--- src/rtl/rcsfd_pkg.sv ---
// Shared constants, types and helpers for the serial frame channel decoder.
package rcsfd_pkg;

  localparam int unsigned FRAME_BYTES     = 25;
  localparam int unsigned CHANNEL_COUNT   = 16;
  localparam int unsigned CHAN_BITS       = 11;
  localparam int unsigned CHAN_IDX_W      = 4;
  localparam int unsigned COUNT_W         = 5;
  localparam int unsigned FIRST_DATA_BYTE = 1;
  localparam int unsigned LAST_DATA_BYTE  = 22;
  localparam int unsigned DATA_BITS       = (LAST_DATA_BYTE - FIRST_DATA_BYTE + 1) * 8;

  localparam logic [7:0] START_BYTE = 8'h0F;
  localparam logic [7:0] END_BYTE_0 = 8'h00;
  localparam logic [7:0] END_BYTE_1 = 8'h04;
  localparam logic [7:0] END_BYTE_2 = 8'h14;
  localparam logic [7:0] END_BYTE_3 = 8'h24;
  localparam logic [7:0] END_BYTE_4 = 8'h34;

  localparam logic [COUNT_W-1:0]    CNT_FIRST_DATA = COUNT_W'(FIRST_DATA_BYTE);
  localparam logic [COUNT_W-1:0]    CNT_LAST_DATA  = COUNT_W'(LAST_DATA_BYTE);
  localparam logic [COUNT_W-1:0]    CNT_END_BYTE   = COUNT_W'(FRAME_BYTES - 1);
  localparam logic [CHAN_IDX_W-1:0] CH_LAST        = CHAN_IDX_W'(CHANNEL_COUNT - 1);

  typedef enum logic [2:0] {
    ST_HUNT    = 3'b001,
    ST_COLLECT = 3'b010,
    ST_EMIT    = 3'b100
  } state_e;

  function automatic logic end_byte_ok(input logic [7:0] b);
    return (b == END_BYTE_0) || (b == END_BYTE_1) || (b == END_BYTE_2) ||
           (b == END_BYTE_3) || (b == END_BYTE_4);
  endfunction

endpackage

--- src/rtl/rc_serial_frame_channel_decoder_top.sv ---
// Serial radio-control frame decoder: syncs on start byte, unpacks 16 channels.
// Bytes are taken one per cycle while hunting or collecting a frame.
// The end byte of a valid frame starts the unpacking through one shift register,
// one channel a cycle while the output does not stall; input stalls while the
// channels are unpacked. The first channel is registered from the emit state.
// Asynchronous active-low reset: hunting, byte count zero, no output beat.
module rc_serial_frame_channel_decoder_top
  import rcsfd_pkg::*;
(
  input  logic                  clk_i,
  input  logic                  rst_ni,
  input  logic                  in_valid_i,
  output logic                  in_stall_o,
  input  logic [7:0]            rx_byte_i,
  output logic                  out_valid_o,
  input  logic                  out_stall_i,
  output logic [CHAN_IDX_W-1:0] channel_index_o,
  output logic [CHAN_BITS-1:0]  channel_value_o,
  output logic                  last_channel_o
);

  state_e                  state_q, state_d;
  logic [COUNT_W-1:0]      count_q, count_d;
  logic [CHAN_IDX_W-1:0]   ch_q, ch_d;
  logic [DATA_BITS-1:0]    data_q, data_d;
  logic                    out_valid_q, out_valid_d;
  logic [CHAN_IDX_W-1:0]   out_idx_q, out_idx_d;
  logic [CHAN_BITS-1:0]    out_val_q, out_val_d;
  logic                    out_last_q, out_last_d;
  logic                    in_acc, out_free;

  assign in_stall_o = (state_q == ST_EMIT);
  assign in_acc     = in_valid_i && !in_stall_o;
  assign out_free   = !out_valid_q || !out_stall_i;

  always_comb begin
    state_d     = state_q;
    count_d     = count_q;
    ch_d        = ch_q;
    data_d      = data_q;
    out_valid_d = out_valid_q && out_stall_i;
    out_idx_d   = out_idx_q;
    out_val_d   = out_val_q;
    out_last_d  = out_last_q;
    case (state_q)
      ST_HUNT: begin
        if (in_acc && rx_byte_i == START_BYTE) begin
          count_d = CNT_FIRST_DATA;
          state_d = ST_COLLECT;
        end
      end
      ST_COLLECT: begin
        if (in_acc) begin
          if (count_q >= CNT_FIRST_DATA && count_q <= CNT_LAST_DATA) begin
            data_d = {rx_byte_i, data_q[DATA_BITS-1:8]};
          end
          count_d = count_q + COUNT_W'(1);
          if (count_q == CNT_END_BYTE) begin
            count_d = '0;
            ch_d    = '0;
            state_d = end_byte_ok(rx_byte_i) ? ST_EMIT : ST_HUNT;
          end
        end
      end
      ST_EMIT: begin
        if (out_free) begin
          out_valid_d = 1'b1;
          out_idx_d   = ch_q;
          out_val_d   = data_q[CHAN_BITS-1:0];
          out_last_d  = (ch_q == CH_LAST);
          data_d      = {{CHAN_BITS{1'b0}}, data_q[DATA_BITS-1:CHAN_BITS]};
          ch_d        = ch_q + CHAN_IDX_W'(1);
          if (ch_q == CH_LAST) begin
            state_d = ST_HUNT;
          end
        end
      end
      default: begin
        state_d = ST_HUNT;
        count_d = '0;
      end
    endcase
  end

  always_ff @(posedge clk_i or negedge rst_ni) begin
    if (!rst_ni) begin
      state_q     <= ST_HUNT;
      count_q     <= '0;
      ch_q        <= '0;
      out_valid_q <= 1'b0;
    end else begin
      state_q     <= state_d;
      count_q     <= count_d;
      ch_q        <= ch_d;
      out_valid_q <= out_valid_d;
    end
  end

  always_ff @(posedge clk_i) begin
    data_q     <= data_d;
    out_idx_q  <= out_idx_d;
    out_val_q  <= out_val_d;
    out_last_q <= out_last_d;
  end

  assign out_valid_o     = out_valid_q;
  assign channel_index_o = out_idx_q;
  assign channel_value_o = out_val_q;
  assign last_channel_o  = out_last_q;

`ifndef NO_ASSERTIONS
  a_state_onehot: assert property (@(posedge clk_i) disable iff (!rst_ni)
    $onehot(state_q))
    else $error("state register not one-hot");

  a_count_range: assert property (@(posedge clk_i) disable iff (!rst_ni)
    (state_q == ST_COLLECT) |-> (count_q >= CNT_FIRST_DATA && count_q <= CNT_END_BYTE))
    else $error("byte count out of frame range");

  a_last_index: assert property (@(posedge clk_i) disable iff (!rst_ni)
    (out_valid_o && last_channel_o) |-> (channel_index_o == CH_LAST))
    else $error("last flag on wrong channel");

  a_sync_start: assert property (@(posedge clk_i) disable iff (!rst_ni)
    (in_acc && state_q == ST_HUNT && rx_byte_i == START_BYTE)
      |=> (state_q == ST_COLLECT && count_q == CNT_FIRST_DATA))
    else $error("start byte did not open a frame");

  a_emit_start: assert property (@(posedge clk_i) disable iff (!rst_ni)
    $rose(state_q == ST_EMIT) |-> (ch_q == '0))
    else $error("unpack did not start at channel zero");
`endif

endmodule

--- config.mk ---
export PLATFORM = sky130hd
export DESIGN_NAME = rc_serial_frame_channel_decoder_top
export DESIGN_NICKNAME = d
export VERILOG_FILES = /design/src/rtl/rcsfd_pkg.sv /design/src/rtl/rc_serial_frame_channel_decoder_top.sv
export SDC_FILE = /design/constraint.sdc
export NUM_CORES = 1
export LEC_CHECK = 0
export BUFFER_PORTS_ARGS = -buffer_cell sky130_fd_sc_hd__buf_2
export CAP_MARGIN = 20
export CORE_MARGIN = 4
export CORE_UTILIZATION = 40
export DETAILED_ROUTE_END_ITERATION = 10
export PLACE_DENSITY = 0.67
export SLEW_MARGIN = 20
export SYNTH_ARGS = -nofsm -noshare
export SYNTH_HDL_FRONTEND = slang
export SYNTH_SLANG_ARGS = --single-unit
--- constraint.sdc ---
create_clock -name clk_i -period 8.5 [get_ports clk_i]
set_input_delay 2.125 -clock clk_i [delete_from_list [all_inputs] [get_ports clk_i]]
set_output_delay 2.125 -clock clk_i [all_outputs]
set_load 0.1 [all_outputs]
== Word level (Yosys, flattened, before mapping) ==
Cells that the tools add are included.

* Input bits: 12
* Register bits: 205
* Output and inout bits: 18

* Magnitude comparators: 2
* Add/sub/neg operators: 2
* Mux-type cells: 21
* Reduce and logical (&&, ||, !) cells: 19
* Bitwise operators: 1
* Eq/ne operators: 16

{| class="wikitable"
|+ Operator list
! cell !! count
|-
| 176-bit 2-to-1 mux || 3
|-
| 176-bit one-hot mux with 2 select lines || 1
|-
| 3-bit 2-to-1 mux || 6
|-
| 8-bit by 6-bit == test with 1-bit output (second input constant) || 2
|-
| 5-bit 2-to-1 mux || 3
|-
| 5-bit one-hot mux with 3 select lines || 1
|-
| 4-bit 2-to-1 mux || 3
|-
| 3-bit one-hot mux with 3 select lines || 1
|-
| 8-bit by 3-bit == test with 1-bit output (second input constant) || 1
|-
| 8-bit by 4-bit == test with 1-bit output (second input constant) || 1
|-
| 8-bit by 5-bit == test with 1-bit output (second input constant) || 1
|-
| 8-bit logical NOT || 1
|-
| 2-bit inequality test (second input constant) || 4
|-
| 4-bit one-hot mux with 2 select lines || 1
|-
| 4-bit AND reduction || 2
|-
| 5-bit by 1-bit adder with 5-bit output (second input constant) || 1
|-
| 5-bit == test (second input constant) || 1
|-
| 5-bit by 1-bit greater-or-equal comparator with 1-bit output (second input constant) || 1
|-
| 5-bit <= comparator (second input constant) || 1
|-
| 1-bit logical OR || 5
|-
| 5-bit AND reduction || 1
|-
| 4-bit by 1-bit adder with 4-bit output (second input constant) || 1
|-
| 4-bit == test (second input constant) || 1
|-
| 1-bit logical AND || 4
|-
| other kinds (10) || 14
|}

== Depth between registers and ports, before layout ==
* Depth after elaboration: 9
* Mapped depth: 7
* Mapped depth without buffers: 6

== Least setup slack after synthesis ==
OpenSTA, ideal clock, no wires.

* Path type: in2reg
* From: input port out_stall_i
* To: register data_q[0], enable pin
* Arrival: 6.665 ns
* Required time: 7.965 ns
* Path buffers: 0
* Library setup time: 0.535 ns
* Path slack: 1.301 ns
* Stages on the path: 2
* Cells stage by stage: a21oi_1 a21o_1

* Longest elaborated chain between the ends: 4

{| class="wikitable"
|+ RTL lines
! element !! line !! RTL
|-
| from (decl) || rc_serial_frame_channel_decoder_top.sv:16 || <nowiki>input logic out_stall_i,</nowiki>
|-
| 1-bit logical NOT || rc_serial_frame_channel_decoder_top.sv:34 || <nowiki>assign out_free = !out_valid_q || !out_stall_i;</nowiki>
|-
| 1-bit logical OR || rc_serial_frame_channel_decoder_top.sv:34 ||
|-
| 2-bit by 1-bit inequality test with 1-bit output (no line) || - ||
|-
| 4-bit AND reduction (no line) || - ||
|-
| to (signal assigned) || rc_serial_frame_channel_decoder_top.sv:100 || <nowiki>data_q <= data_d;</nowiki>
|-
| to (decl) || rc_serial_frame_channel_decoder_top.sv:25 || <nowiki>logic [DATA_BITS-1:0] data_q, data_d;</nowiki>
|}

Every way passes these cells.
A chain may end at the register's enable or synchronous reset.

== Worst setup path after layout ==
* From: register state_q[1]
* To: output port in_stall_o

* Longest elaborated chain between the ends: 1

{| class="wikitable"
|+ RTL lines
! element !! line !! RTL
|-
| from (decl) || rc_serial_frame_channel_decoder_top.sv:22 || <nowiki>state_e state_q, state_d;</nowiki>
|-
| from (signal assigned) || rc_serial_frame_channel_decoder_top.sv:92 || <nowiki>state_q <= state_d;</nowiki>
|-
| 3-bit == test || rc_serial_frame_channel_decoder_top.sv:32 || <nowiki>assign in_stall_o = (state_q == ST_EMIT);</nowiki>
|-
| to (decl) || rc_serial_frame_channel_decoder_top.sv:13 || <nowiki>output logic in_stall_o,</nowiki>
|}

Every way passes these cells.

==> results.json <==
{
  "dr_total_vias": 5412,
  "status": "finished clean",
  "syn_to_final_growth_pct": 11.8,
  "dpl.hpwl_um": 8120,
  "syn_area_sq_mm": 0.00870,
  "drive_above_1_share_pct": 8.43,
  "grt_max_degree": 114,
  "syn_nets": 838,
  "synthXorXnorAreaFrac_pct": 0.101,
  "clock-sinks": 205,
  "hold_path_depth": 0,
  "hold_viol_final": 0,
  "synth_seq_cells": 205,
  "stdcell_count": 1129,
  "finalSetupTns_ns": 0,
  "grt_most_used_layer": "met2",
  "gr-usage-met2_pct": 18.9,
  "max-cap-violations": 0,
  "gp_congestion": 0.761,
  "antenna_found_initial": 0,
  "synth.area.top_cells": "edfxtp_1, nand2_1, dfrtp_1",
  "rows": 53,
  "num_antenna_cells": 0,
  "cts_repair_resize_count": 0,
  "die_area_sq_mm": 0.0242,
  "clock_path_buffers": 3,
  "grt-ovfl-total": 0,
  "seqPwrFrac_pct": 53.8,
  "switchingPower_mw": 0.403,
  "async_flop_share_pct": 6.34,
  "finalPower_mw": 2.07,
  "nNetsFinal": 856,
  "vias_per_cell": 4.79,
  "tritoncts": "done",
  "synth_top_area_share_pct": 66.3,
  "synth_compound_area_share_pct": 1.44,
  "cpLargestDelayFamily": "buffers and inverters",
  "io_pins": 30,
  "finalCritPeriodShare_pct": 59.6,
  "yosysSeqAreaShare_pct": 70.0,
  "grt_pass1_wl_um": 23900,
  "worstHoldPathType": "reg -> reg",
  "post_cts_buffers": 0,
  "irDropWorstVdd_v": 0.000142,
  "critPathMaxFanout": 87,
  "portBuffers": 29,
  "min_period_ns": 5.07,
  "final_common_cell": "nand2_1",
  "grt_usage_pct": 11.8,
  "ant_nets": 0,
  "worstReg2RegStart": "state_q[1]",
  "ys_warn_count": 0,
  "drc": 0,
  "worstPathRequired_ns": 6.38,
  "synth_enable_flop_cells": 192,
  "syn_area_per_cell_sq_um": 10.6,
  "swShare_pct": 19.4,
  "synth_top_area_cell": "edfxtp_1",
  "p_leak_nw": 3.94,
  "critical_path_class": "reg -> out",
  "clkPwrFrac_pct": 44.3,
  "p_int_mw": 1.67,
  "synth_top_family_by_area": "simple AND/OR/NAND/NOR gates",
  "clock_skew_ns": 0.0137,
  "start_kind": "flip-flop",
  "routedWlPerCell_um": 12.7,
  "setup_viol": 0,
  "fp.dieH_um": 155,
  "hp-start": "data_q[7]",
  "grt_pass1_vias": 5002,
  "finalMaxSlewViolations": 0,
  "fp.coreArea_sq_mm": 0.0212,
  "cts-htree-levels": 1,
  "hold_end": "channel_value_o[7]",
  "reg2reg_depth": 4,
  "cts_buffers": 22,
  "worst-path-buf-inv": 2,
  "die_x_um": 155,
  "endpoint_kind": "output pin",
  "cp-startpoint": "state_q[1]",
  "yosys.area_share.simple_pct": 24.9,
  "powerDensity_mw_per_mm2": 213,
  "rsz0062_at_grt": "false",
  "muxShareOfSynthArea_pct": 0.359,
  "rrSetupSlack_ns": 4.42,
  "place_inst": 1090,
  "combinationalPowerShare_pct": 1.9,
  "insertion_delay_ns": 0.50,
  "cts-root-buf": "clkbuf_16",
  "timing.rr.end": "data_q[144]",
  "arrival_ns": 2.94,
  "wl_um": 14400,
  "synth_cells": 821,
  "worstPathCellList": "or3b_4, inv_4, buf_2",
  "synth_ff_type": "edfxtp_1",
  "dr.pass1.iters": 4,
  "relSlewSlack_pct": 27.1,
  "clock.fmax_mhz": 197,
  "ctsHoldBuffers": 0,
  "cpPeakStageDelay_ns": 0.72,
  "worst_slew_pin_slew_ns": 1.09,
  "clk_pin_slew_ns": 0.06,
  "layout_common_cells": "nand2_1, edfxtp_1, buf_2",
  "cpMaxStageDelayCell": "inv_4",
  "gr-usage-met1_pct": 16.1,
  "initial_core_util_pct": 41.0,
  "use_met3_pct": 2.42,
  "drtIter0Drc": 416,
  "ys_types": 42,
  "synth_fa_ha_area_share_pct": 0.719
}
[power by group through the flow]
stage                     Combinational (mW)  Sequential (mW)  Clock, mW
final                                 0.0387             1.12      0.919
after floorplan                       0.0283             1.13          0
after global routing                  0.0457             1.12      0.987
after global placement                0.0398             1.14          0
after CTS                             0.0388             1.12      0.944
after detailed placement              0.0386             1.14          0
[worst max-delay path by stage]
stage	endpoint	slack, ns	cells past startpoint
final	in_stall_o	3.43	3
after global routing	in_stall_o	3.23	3
after CTS	in_stall_o	3.40	3
after detailed placement	data_q[125]	3.25	4
after global placement	data_q[122]	3.30	4
after floorplan	data_q[0]	1.30	2
[metrics by stage]
stage	hold WS, ns	util [%]	setup slack [ns]	instance area, sq um
floorplan	0.400	-	1.30	8700
global placement	0.400	42.6	3.30	9040
detailed placement	0.406	42.6	3.25	9040
CTS	0.420	45.8	3.40	9730
global route	0.427	45.9	3.23	9730
finish	0.419	45.9	3.43	9730
[flip-flops by register name, summed over array words and instances (netlist names)]
name             cells
count_q              5
channel_value_o     11
last_channel_o       1
data_q             176
out_valid_o          1
ch_q                 4
state_q              3
channel_index_o      4
[layer usage]
layer  routed length, um  vias up
met1                6430     2554
met2                6970       87
li1                    -     2743
met5                   0        -
met3                 646       28
met4                 321        0
[synth_stat cells (2+ instances only)]
cell type	n
a31oi_1	4
inv_1	2
ha_1	5
nor3b_1	3
edfxtp_1	192
a21oi_1	5
o21ai_0	3
buf_2	6
clkbuf_1	21
and3_1	2
dfrtp_1	12
nor4_1	2
mux2i_1	2
nand3_1	3
buf_4	12
and2_1	10
nor2_1	9
nand2_1	504
[final cells by class]
type / count / area [sq um]
Clock inverter: 9 / 90.1
Fill cell: 1954 / 11500
Multi-Input combinational cell: 574 / 2410
Timing Repair Buffer: 33 / 179
Clock buffer: 30 / 602
Sequential cell: 205 / 6090
Inverter: 3 / 13.8
Tap cell: 275 / 344
[cells by family after synthesis]
logic type | after synthesis
AOI/OAI and AO/OA | 19
and+or+nand+nor | 546
xor gates and xnor gates | 1
muxes | 3
adders and majority gates | 5
buffers and inverters | 42
DFF | 205
Note: power is estimated with default switching activity, not from simulation.
